<file path="src/rtl/core/tkns_pkg.sv">
// ----------------------------------------------------------------------------
// tkns_pkg
// Shared types, constants and note tables of the touch keyboard note selector.
// ----------------------------------------------------------------------------
package tkns_pkg;

	// Geometry
	localparam int KEYS    = 8;
	localparam int NOTES   = 13;
	localparam int LEVEL_W = 16;
	localparam int NOTE_W  = 4;
	localparam int IDLE_W  = 16;
	localparam int CFG_W   = 16;
	localparam int CFG_IW  = 2;
	localparam int PAIRS   = 5;

	// Baseline memory: one row holds the baselines of all keys
	localparam int BASE_W     = KEYS * LEVEL_W;
	localparam int BASE_DEPTH = 1;

	// Register reset values
	localparam logic [CFG_W-1:0] SINGLE_DELTA_RST = 16'd1700;
	localparam logic [CFG_W-1:0] PAIR_DELTA_RST   = 16'd1200;
	localparam logic [CFG_W-1:0] IDLE_LIMIT_RST   = 16'd1200;

	// Lower key of each sharp pair; the upper key is the next one
	localparam int PAIR_LO [PAIRS] = '{0, 1, 3, 4, 5};

	// Request kinds
	localparam logic KIND_CAL  = 1'b0;
	localparam logic KIND_SCAN = 1'b1;

	// Register indexes
	typedef enum logic [CFG_IW-1:0] {
		CFG_SINGLE = 2'd0,
		CFG_PAIR   = 2'd1,
		CFG_IDLE   = 2'd2
	} cfg_idx_t;

	// Result events
	typedef enum logic [1:0] {
		EV_NONE  = 2'd0,
		EV_STOP  = 2'd1,
		EV_START = 2'd2
	} event_t;

	typedef struct packed {
		logic              hit;
		logic [NOTE_W-1:0] idx;
	} note_hit_t;

	// Map a key mask to its note
	function automatic note_hit_t note_lookup(input logic [KEYS-1:0] mask);
		note_hit_t r;
		r.hit = 1'b1;
		case (mask)
			8'h01:   r.idx = 4'd0;
			8'h03:   r.idx = 4'd1;
			8'h02:   r.idx = 4'd2;
			8'h06:   r.idx = 4'd3;
			8'h04:   r.idx = 4'd4;
			8'h08:   r.idx = 4'd5;
			8'h18:   r.idx = 4'd6;
			8'h10:   r.idx = 4'd7;
			8'h30:   r.idx = 4'd8;
			8'h20:   r.idx = 4'd9;
			8'h60:   r.idx = 4'd10;
			8'h40:   r.idx = 4'd11;
			8'h80:   r.idx = 4'd12;
			default: begin
				r.hit = 1'b0;
				r.idx = '0;
			end
		endcase
		return r;
	endfunction

	// Sample timer reload value of a note
	function automatic logic [LEVEL_W-1:0] note_period(input logic [NOTE_W-1:0] idx);
		logic [LEVEL_W-1:0] p;
		case (idx)
			4'd0:    p = 16'd8533;
			4'd1:    p = 16'd8067;
			4'd2:    p = 16'd7559;
			4'd3:    p = 16'd7111;
			4'd4:    p = 16'd6761;
			4'd5:    p = 16'd6358;
			4'd6:    p = 16'd6000;
			4'd7:    p = 16'd5647;
			4'd8:    p = 16'd5333;
			4'd9:    p = 16'd5026;
			4'd10:   p = 16'd4776;
			4'd11:   p = 16'd4528;
			4'd12:   p = 16'd4248;
			default: p = '0;
		endcase
		return p;
	endfunction

	// Level exceeds baseline by more than delta
	function automatic logic rises_over(input logic [LEVEL_W-1:0] level,
	                                    input logic [LEVEL_W-1:0] base,
	                                    input logic [LEVEL_W-1:0] delta);
		logic [LEVEL_W:0] diff;
		diff = {1'b0, level} - {1'b0, base};
		return (level > base) && (diff[LEVEL_W-1:0] > delta);
	endfunction

endpackage

</file>
<file path="src/rtl/core/touch_keyboard_note_selector.sv">
// ----------------------------------------------------------------------------
// touch_keyboard_note_selector
// Turns eight touch levels per request into a key mask, a note and its
// start/stop events, with per-key baselines captured by calibrate requests.
// ----------------------------------------------------------------------------
// The block takes one request per clock while the input is not stalled and
// returns exactly one result per request: the baseline row is read from the
// baseline memory while the levels are registered into stage 1, then the key
// mask, the note and the next player state are formed into the output register.
// A calibrate request writes the whole baseline row at acceptance, so the very
// next request already sees it; until the first calibrate the baselines read
// as zero. The output register lets a new request enter while a result still
// waits, and the input stalls only when the output is stalled and full.
module touch_keyboard_note_selector (
	input  logic                                clk,
	input  logic                                arst_n,
	// Configuration
	input  logic                                cfg_we,
	input  logic [tkns_pkg::CFG_IW-1:0]         cfg_index,
	input  logic [tkns_pkg::CFG_W-1:0]          cfg_data,
	// Request channel
	input  logic                                in_valid,
	output logic                                in_stall,
	input  logic                                kind,
	input  logic [tkns_pkg::LEVEL_W-1:0]        level_0,
	input  logic [tkns_pkg::LEVEL_W-1:0]        level_1,
	input  logic [tkns_pkg::LEVEL_W-1:0]        level_2,
	input  logic [tkns_pkg::LEVEL_W-1:0]        level_3,
	input  logic [tkns_pkg::LEVEL_W-1:0]        level_4,
	input  logic [tkns_pkg::LEVEL_W-1:0]        level_5,
	input  logic [tkns_pkg::LEVEL_W-1:0]        level_6,
	input  logic [tkns_pkg::LEVEL_W-1:0]        level_7,
	// Result channel
	output logic                                out_valid,
	input  logic                                out_stall,
	output logic [1:0]                          event_res,
	output logic [tkns_pkg::NOTE_W-1:0]         note_index,
	output logic [tkns_pkg::LEVEL_W-1:0]        note_period,
	output logic [tkns_pkg::KEYS-1:0]           key_mask,
	output logic                                playing,
	output logic                                power_off
);

	localparam int KEYS    = tkns_pkg::KEYS;
	localparam int LEVEL_W = tkns_pkg::LEVEL_W;
	localparam int IDLE_W  = tkns_pkg::IDLE_W;

	// Configuration registers
	logic [tkns_pkg::CFG_W-1:0] single_delta_q;
	logic [tkns_pkg::CFG_W-1:0] pair_delta_q;
	logic [tkns_pkg::CFG_W-1:0] idle_limit_q;

	// Player state
	logic [KEYS-1:0]   held_mask_q;
	logic              sounding_q;
	logic [IDLE_W-1:0] idle_q;
	logic              shutdown_q;
	logic              base_valid_q;

	// Stage 1
	logic                s1_valid_q;
	logic                kind_s1;
	logic                bvalid_s1;
	logic [LEVEL_W-1:0]  level_s1 [KEYS];

	// Output register
	logic                       out_valid_q;
	tkns_pkg::event_t           event_q;
	logic [tkns_pkg::NOTE_W-1:0] note_q;
	logic [LEVEL_W-1:0]         period_q;
	logic [KEYS-1:0]            mask_q;
	logic                       playing_q;
	logic                       power_q;

	logic                       in_acc;
	logic                       s1_adv;
	logic [LEVEL_W-1:0]         lv_in [KEYS];
	logic [tkns_pkg::BASE_W-1:0] base_wdata;
	logic [tkns_pkg::BASE_W-1:0] base_rdata;

	// Next-state values
	logic [KEYS-1:0]             above_single;
	logic [KEYS-1:0]             above_pair;
	logic [KEYS-1:0]             scan_mask;
	tkns_pkg::note_hit_t         hit;
	tkns_pkg::event_t            ev_n;
	logic [tkns_pkg::NOTE_W-1:0] note_n;
	logic [LEVEL_W-1:0]          period_n;
	logic [KEYS-1:0]             mask_n;
	logic [KEYS-1:0]             held_n;
	logic                        sounding_n;
	logic [IDLE_W-1:0]           idle_n;
	logic                        shutdown_n;

	// Handshake
	assign in_acc   = in_valid && !in_stall;
	assign s1_adv   = s1_valid_q && (!out_valid_q || !out_stall);
	assign in_stall = s1_valid_q && !s1_adv;

	// Gather levels
	assign lv_in[0] = level_0;
	assign lv_in[1] = level_1;
	assign lv_in[2] = level_2;
	assign lv_in[3] = level_3;
	assign lv_in[4] = level_4;
	assign lv_in[5] = level_5;
	assign lv_in[6] = level_6;
	assign lv_in[7] = level_7;

	always_comb begin
		for (int i = 0; i < KEYS; i++) begin
			base_wdata[i*LEVEL_W +: LEVEL_W] = lv_in[i];
		end
	end

	// Baseline memory: calibrate writes the row, every request reads it
	tkns_ram #(
		.WIDTH (tkns_pkg::BASE_W),
		.DEPTH (tkns_pkg::BASE_DEPTH)
	) u_base_ram (
		.clk   (clk),
		.we    (in_acc && (kind == tkns_pkg::KIND_CAL)),
		.waddr (1'b0),
		.wdata (base_wdata),
		.re    (in_acc),
		.raddr (1'b0),
		.rdata (base_rdata)
	);

	// Configuration writes; unknown indexes are dropped
	always_ff @(posedge clk or negedge arst_n) begin
		if (!arst_n) begin
			single_delta_q <= tkns_pkg::SINGLE_DELTA_RST;
			pair_delta_q   <= tkns_pkg::PAIR_DELTA_RST;
			idle_limit_q   <= tkns_pkg::IDLE_LIMIT_RST;
		end else if (cfg_we) begin
			case (cfg_index)
				tkns_pkg::CFG_SINGLE: single_delta_q <= cfg_data;
				tkns_pkg::CFG_PAIR:   pair_delta_q   <= cfg_data;
				tkns_pkg::CFG_IDLE:   idle_limit_q   <= cfg_data;
				default: ;
			endcase
		end
	end

	// Baseline row becomes valid with the first calibrate request
	always_ff @(posedge clk or negedge arst_n) begin
		if (!arst_n) begin
			base_valid_q <= 1'b0;
		end else if (in_acc && (kind == tkns_pkg::KIND_CAL)) begin
			base_valid_q <= 1'b1;
		end
	end

	// Stage 1 control
	always_ff @(posedge clk or negedge arst_n) begin
		if (!arst_n) begin
			s1_valid_q <= 1'b0;
		end else if (in_acc) begin
			s1_valid_q <= 1'b1;
		end else if (s1_adv) begin
			s1_valid_q <= 1'b0;
		end
	end

	// Stage 1 payload
	always_ff @(posedge clk) begin
		if (in_acc) begin
			kind_s1   <= kind;
			bvalid_s1 <= base_valid_q;
			for (int i = 0; i < KEYS; i++) begin
				level_s1[i] <= lv_in[i];
			end
		end
	end

	// Compare levels against baselines
	always_comb begin
		logic [LEVEL_W-1:0] base;
		for (int i = 0; i < KEYS; i++) begin
			base = bvalid_s1 ? base_rdata[i*LEVEL_W +: LEVEL_W] : '0;
			above_single[i] = tkns_pkg::rises_over(level_s1[i], base, single_delta_q);
			above_pair[i]   = tkns_pkg::rises_over(level_s1[i], base, pair_delta_q);
		end
	end

	// Build the key mask from single touches and sharp pairs
	always_comb begin
		int a;
		scan_mask = above_single;
		for (int p = 0; p < tkns_pkg::PAIRS; p++) begin
			a = tkns_pkg::PAIR_LO[p];
			if (above_pair[a] && above_pair[a+1]) begin
				scan_mask[a]   = 1'b1;
				scan_mask[a+1] = 1'b1;
			end
		end
	end

	assign hit = tkns_pkg::note_lookup(scan_mask);

	// Player update
	always_comb begin
		ev_n       = tkns_pkg::EV_NONE;
		note_n     = '0;
		period_n   = '0;
		mask_n     = '0;
		held_n     = held_mask_q;
		sounding_n = sounding_q;
		idle_n     = idle_q;
		shutdown_n = shutdown_q;
		if (kind_s1 == tkns_pkg::KIND_SCAN) begin
			mask_n = scan_mask;
			if (scan_mask == '0) begin
				if (sounding_q) begin
					held_n     = '0;
					sounding_n = 1'b0;
					idle_n     = '0;
					ev_n       = tkns_pkg::EV_STOP;
				end
			end else if ((scan_mask != held_mask_q) && hit.hit) begin
				note_n     = hit.idx;
				period_n   = tkns_pkg::note_period(hit.idx);
				sounding_n = 1'b1;
				idle_n     = '0;
				held_n     = scan_mask;
				ev_n       = tkns_pkg::EV_START;
			end
			// Idle counting after the note decision
			if (sounding_n) begin
				idle_n = '0;
			end else begin
				if (idle_n > idle_limit_q) begin
					shutdown_n = 1'b1;
				end
				if (idle_n != {IDLE_W{1'b1}}) begin
					idle_n = idle_n + 1'b1;
				end
			end
		end
	end

	// Commit player state as the request leaves stage 1
	always_ff @(posedge clk or negedge arst_n) begin
		if (!arst_n) begin
			held_mask_q <= '0;
			sounding_q  <= 1'b0;
			idle_q      <= '0;
			shutdown_q  <= 1'b0;
		end else if (s1_adv) begin
			held_mask_q <= held_n;
			sounding_q  <= sounding_n;
			idle_q      <= idle_n;
			shutdown_q  <= shutdown_n;
		end
	end

	// Output register control
	always_ff @(posedge clk or negedge arst_n) begin
		if (!arst_n) begin
			out_valid_q <= 1'b0;
		end else if (s1_adv) begin
			out_valid_q <= 1'b1;
		end else if (!out_stall) begin
			out_valid_q <= 1'b0;
		end
	end

	// Output register payload
	always_ff @(posedge clk) begin
		if (s1_adv) begin
			event_q   <= ev_n;
			note_q    <= note_n;
			period_q  <= period_n;
			mask_q    <= mask_n;
			playing_q <= sounding_n;
			power_q   <= shutdown_n;
		end
	end

	assign out_valid   = out_valid_q;
	assign event_res   = event_q;
	assign note_index  = note_q;
	assign note_period = period_q;
	assign key_mask    = mask_q;
	assign playing     = playing_q;
	assign power_off   = power_q;

`ifndef NO_ASSERTIONS
	a_held_when_sounding: assert property (@(posedge clk) disable iff (!arst_n)
		sounding_q |-> (held_mask_q != '0))
		else $error("sounding without a held mask");

	a_clear_when_silent: assert property (@(posedge clk) disable iff (!arst_n)
		!sounding_q |-> (held_mask_q == '0))
		else $error("held mask left over while silent");

	a_idle_zero_sounding: assert property (@(posedge clk) disable iff (!arst_n)
		sounding_q |-> (idle_q == '0))
		else $error("idle counter running while a note sounds");

	a_shutdown_latched: assert property (@(posedge clk) disable iff (!arst_n)
		shutdown_q |=> shutdown_q)
		else $error("power-off flag dropped without reset");

	a_start_plays: assert property (@(posedge clk) disable iff (!arst_n)
		(out_valid_q && (event_q == tkns_pkg::EV_START)) |-> playing_q)
		else $error("start event reported while not playing");

	a_stall_only_full: assert property (@(posedge clk) disable iff (!arst_n)
		in_stall |-> (s1_valid_q && out_valid_q && out_stall))
		else $error("input stalled with room in the pipeline");
`endif

endmodule

</file>
<file path="src/rtl/core/tkns_ram.sv">
// ----------------------------------------------------------------------------
// tkns_ram
// Generic single-port-write, single-port-read RAM with registered read data.
// ----------------------------------------------------------------------------
module tkns_ram #(
	parameter int WIDTH = tkns_pkg::BASE_W,
	parameter int DEPTH = tkns_pkg::BASE_DEPTH,
	parameter int AW    = (DEPTH > 1) ? $clog2(DEPTH) : 1
) (
	input  logic             clk,
	input  logic             we,
	input  logic [AW-1:0]    waddr,
	input  logic [WIDTH-1:0] wdata,
	input  logic             re,
	input  logic [AW-1:0]    raddr,
	output logic [WIDTH-1:0] rdata
);

	logic [WIDTH-1:0] mem [DEPTH];

	// Write port
	always_ff @(posedge clk) begin
		if (we) begin
			mem[waddr] <= wdata;
		end
	end

	// Registered read port, holds when not enabled
	always_ff @(posedge clk) begin
		if (re) begin
			rdata <= mem[raddr];
		end
	end

endmodule
</file>
<file path="config.mk">
export PLATFORM = sky130hd
export DESIGN_NAME = touch_keyboard_note_selector
export DESIGN_NICKNAME = d
export VERILOG_FILES = /design/src/rtl/core/tkns_pkg.sv /design/src/rtl/core/touch_keyboard_note_selector.sv /design/src/rtl/core/tkns_ram.sv
export SDC_FILE = /design/constraint.sdc
export NUM_CORES = 1
export LEC_CHECK = 0
export BUFFER_PORTS_ARGS = -buffer_cell sky130_fd_sc_hd__buf_2
export CORE_ASPECT_RATIO = 0.6
export CORE_MARGIN = 5
export CORE_UTILIZATION = 50
export DETAILED_ROUTE_END_ITERATION = 12
export PLACE_DENSITY = 0.8
export SYNTH_ARGS = -nofsm -noshare
export SYNTH_HDL_FRONTEND = slang
export SYNTH_SLANG_ARGS = --single-unit
</file>
<file path="constraint.sdc">
create_clock -name clk -period 8.4 [get_ports clk]
set_input_delay 1.68 -clock clk [delete_from_list [all_inputs] [get_ports clk]]
set_output_delay 1.68 -clock clk [all_outputs]
set_load 0.02 [all_outputs]
</file>
==> key figures <==
Run status
  – Status: complete, no violations

Critical path
  – Crit path DAT: ~8.4 ns
  – Critical Path RT: around 8.8 ns
  – CP Buf/Inv Count: 2
  – Startpoint type of the worst setup path: flip-flop
  – Crit-path slowest cell: or4b_2
  – Crit Path Class: reg -> reg
  – Family with the most delay on the worst path: compound AO/OA/AOI/OAI gates
  – Critical path capture point type: flip-flop
  – Crit path max fanout: 24
  – Slowest Stage Delay on Critical Path: roughly 0.6 ns

Clock network
  – Clock transition at path regs: about 0.07 ns
  – CTS Hold Bufs: 0
  – CTS Sinks: ~490
  – Clock Latency Late Sink: around 0.60 ns
  – Htree depth: 2
  – CTS tree: yes
  – Cts bufs inserted: 47
  – Longest Clk Path Bufs: 3
  – Root buf cell: clkbuf_16

Run
  – Max-cap violations: 0

Cells and area
  – Commonest non-fill, non-tap cell in the layout: edfxtp_1
  – Fraction of layout cells with a size suffix above 1: 15.4%
  – Post-layout util: approximately 57%
  – Finished layout cell area: 0.0329 mm^2
  – Post-route insts no fill: ~3600
  – Final nets: 3331
  – Diode count: 0
  – Synthesis-to-layout area growth: 14.0%
  – Most frequent cells in the layout: edfxtp_1, ha_1, nand2_1

Placed design
  – Placed Cells: between 3000 and 4000
  – Port bufs: ~180
  – Gpl congestion: roughly 0.96
  – HPWL after DPL: approximately 55000 um
  – Placed cell areas: 0.0309 mm^2

Die
  – Die Wd: roughly 320 um
  – Initial Util: 50.4%
  – Die Ht: approximately 200 um
  – Die ar.: between 0.06 and 0.07 mm^2
  – Core box area: roughly 0.057 mm^2
  – I/O pin total: between 150 and 200
  – Num rows: roughly 70

Detailed routing
  – Antenna viol nets, final: 0
  – Drt initial violations: 2346
  – Via count: roughly 22000
  – Total Wirelength: just under 80000 um
  – Avg WL per Cell: between 20 and 25 um
  – DR vias/cell: between 6 and 7
  – DRC Markers: 0
  – Drt pass-1 iters: 6

Timing
  – Relative slew margins: 31.1%
  – Final hold slack: between 0.4 and 0.5 ns
  – Pins Over Slew Limit: 0
  – Slew @ Worst Pin: roughly 1.0 ns
  – Crit path time final: between 8 and 9 ns
  – Setup-failing EPs final: 0
  – Final Hold Vio Count: 0
  – Clock Skews: around 0.026 ns
  – Upper clock frequency limit: between 0.1 and 0.15 GHz
  – Final worst path period share: between 90% and 100%

Synthesis
  – Cell area after synthesis: around 0.029 mm^2
  – Mapped Cells: roughly 2500
  – Yosys reg bits: between 400 and 500
  – Avg Inst Size Synth: 11.4 um^2
  – FFs w/ async S/R, synth: 15.6%
  – Most common flop cell mapped by yosys: edfxtp_1
  – Total of warnings raised by yosys: 0
  – EDFF count, synth: roughly 420
  – Sequential share of the synthesized area: 50.0%
  – Yosys cell types: 90

Global route
  – Largest net degree at the start of global routing: 130
  – Initial antenna violation count: 1
  – GR Overflow Total: 0
  – Vias in the first global route: approximately 22000
  – GRT Util Overall: roughly a quarter
  – First-pass GRT wire length: 118000 um

Power and ir drop
  – Worst ir drop on vdd: about 0.19 mV
  – Pwr dens: roughly 250 mW/mm^2
  – LEAKAGE: 0.0139 uW

Worst hold path
  – HP Class: reg -> reg
## worst register-to-register path: cells and delay by family, from the launching register on
family / cells / cell delay [ns]
DFF: 1 / 0.48
AOI/OAI and AO/OA: 19 / 3.07
adders and majority gates: 3 / 0.75
and+or+nand+nor: 16 / 3.00
buffers and inverters: 2 / 0.51
## metal layers
layer,up-vias,wire length (um),track usage [%]
li1,10000,-,-
met1,10400,32400,32.2
met2,1091,34700,37.4
met3,265,7390,5.42
met4,0,3070,8.78
met5,-,0,0
## metrics by stage
stage	total power, uW	worst slack (ns)	TNS (ns)
after floorplan	5080	0.330	0
after global placement	5720	0.315	0
after detailed placement	5910	-0.243	-0.618
after CTS	8170	0.00244	0
after global routing	8730	-0.0190	-0.0224
final	8300	0.337	0
## power breakdown
group / switching [uW] / leakage, uW / total, uW / internal [uW]
registers: 124 / 0.00489 / 3040 / 2910
logic: 1860 / 0.00825 / 3020 / 1160
clock network: 962 / 0.000777 / 2240 / 1280
total: 2950 / 0.0139 / 8300 / 5360
## synth_stat cells (all sizes together), types with 13 or more instances
master,n,share of area (%)
o31ai,20,0.52
nand2b,21,0.45
nand4,72,1.6
nor2,158,2.1
xor2,22,0.67
edfxtp,416,43
nor2b,49,1.1
a21oi,190,3.3
a21o,51,1.3
and2,39,0.84
a211oi,20,0.52
and3,18,0.39
dfstp,13,1.2
xnor2,61,1.9
nand2,268,3.5
ha,390,17
o21bai,13,0.34
dfrtp,64,5.5
nand3,62,1.1
clkbuf,28,0.36
inv,138,1.8
o21ai,109,1.9
nor4,13,0.28
mux2,40,1.6
o211ai,18,0.47
a21boi,31,0.81
nor3,32,0.61
o21a,19,0.49
## flip-flops by register name, indices dropped and copies added (netlist names)
signal            flops
base_valid_q          1
bvalid_s1             1
event_res             2
held_mask_q           8
idle_limit_q         16
idle_q               16
key_mask              8
kind_s1               1
level_s1            128
note_index            4
note_period          14
out_valid             1
pair_delta_q         16
playing               1
power_off             1
s1_valid_q            1
shutdown_q            1
single_delta_q       16
sounding_q            1
u_base_ram.mem      128
u_base_ram.rdata    128
## worst paths after layout
kind	from	end	slack [ns]	cells after the start
max in group asynchronous	arst_n	idle_q[14]$_DFFE_PN0P_	6.49	1
min in group asynchronous	arst_n	idle_limit_q[12]$_DFFE_PN0P_	1.25	1
min	u_base_ram.mem[0][15]$_DFFE_PP_	u_base_ram.rdata[15]$_DFFE_PP_	0.42	0
min reg2reg	u_base_ram.mem[0][15]$_DFFE_PP_	u_base_ram.rdata[15]$_DFFE_PP_	0.42	0
max reg2reg	bvalid_s1$_DFFE_PP_	power_off$_DFFE_PP_	0.34	40
max	bvalid_s1$_DFFE_PP_	power_off$_DFFE_PP_	0.34	40
## area by class of cell
cell class,count,area (um^2)
clock buffers,52,1190
clock inverters,33,397
fillers,4601,24400
inverters,138,526
multi-input cells,1874,14000
flip-flops and latches,493,14400
well taps,770,963
repair buffers,227,1370
## timing repair
action                                  4_1_cts  5_1_grt
setup buffers                                 0       14
endpoints found under the setup margin        5       17
gates resized for setup                      13       90
cloned                                        1        2
pin swaps                                     0       26
## cell families (layout without fill, tap and decap cells)
logic type / Yosys count / in the layout / synth area share, %
xor gates and xnor gates: 83 / 83 / 2.52
adders and majority gates: 398 / 398 / 17.5
buffers and inverters: 176 / 450 / 2.40
and+or+nand+nor: 782 / 782 / 13.2
AOI/OAI and AO/OA: 563 / 563 / 12.6
DFF: 493 / 493 / 50.0
other: 1 / 2 / 0.0130
muxes: 46 / 46 / 1.85
(Power assumes the default switching activity.)
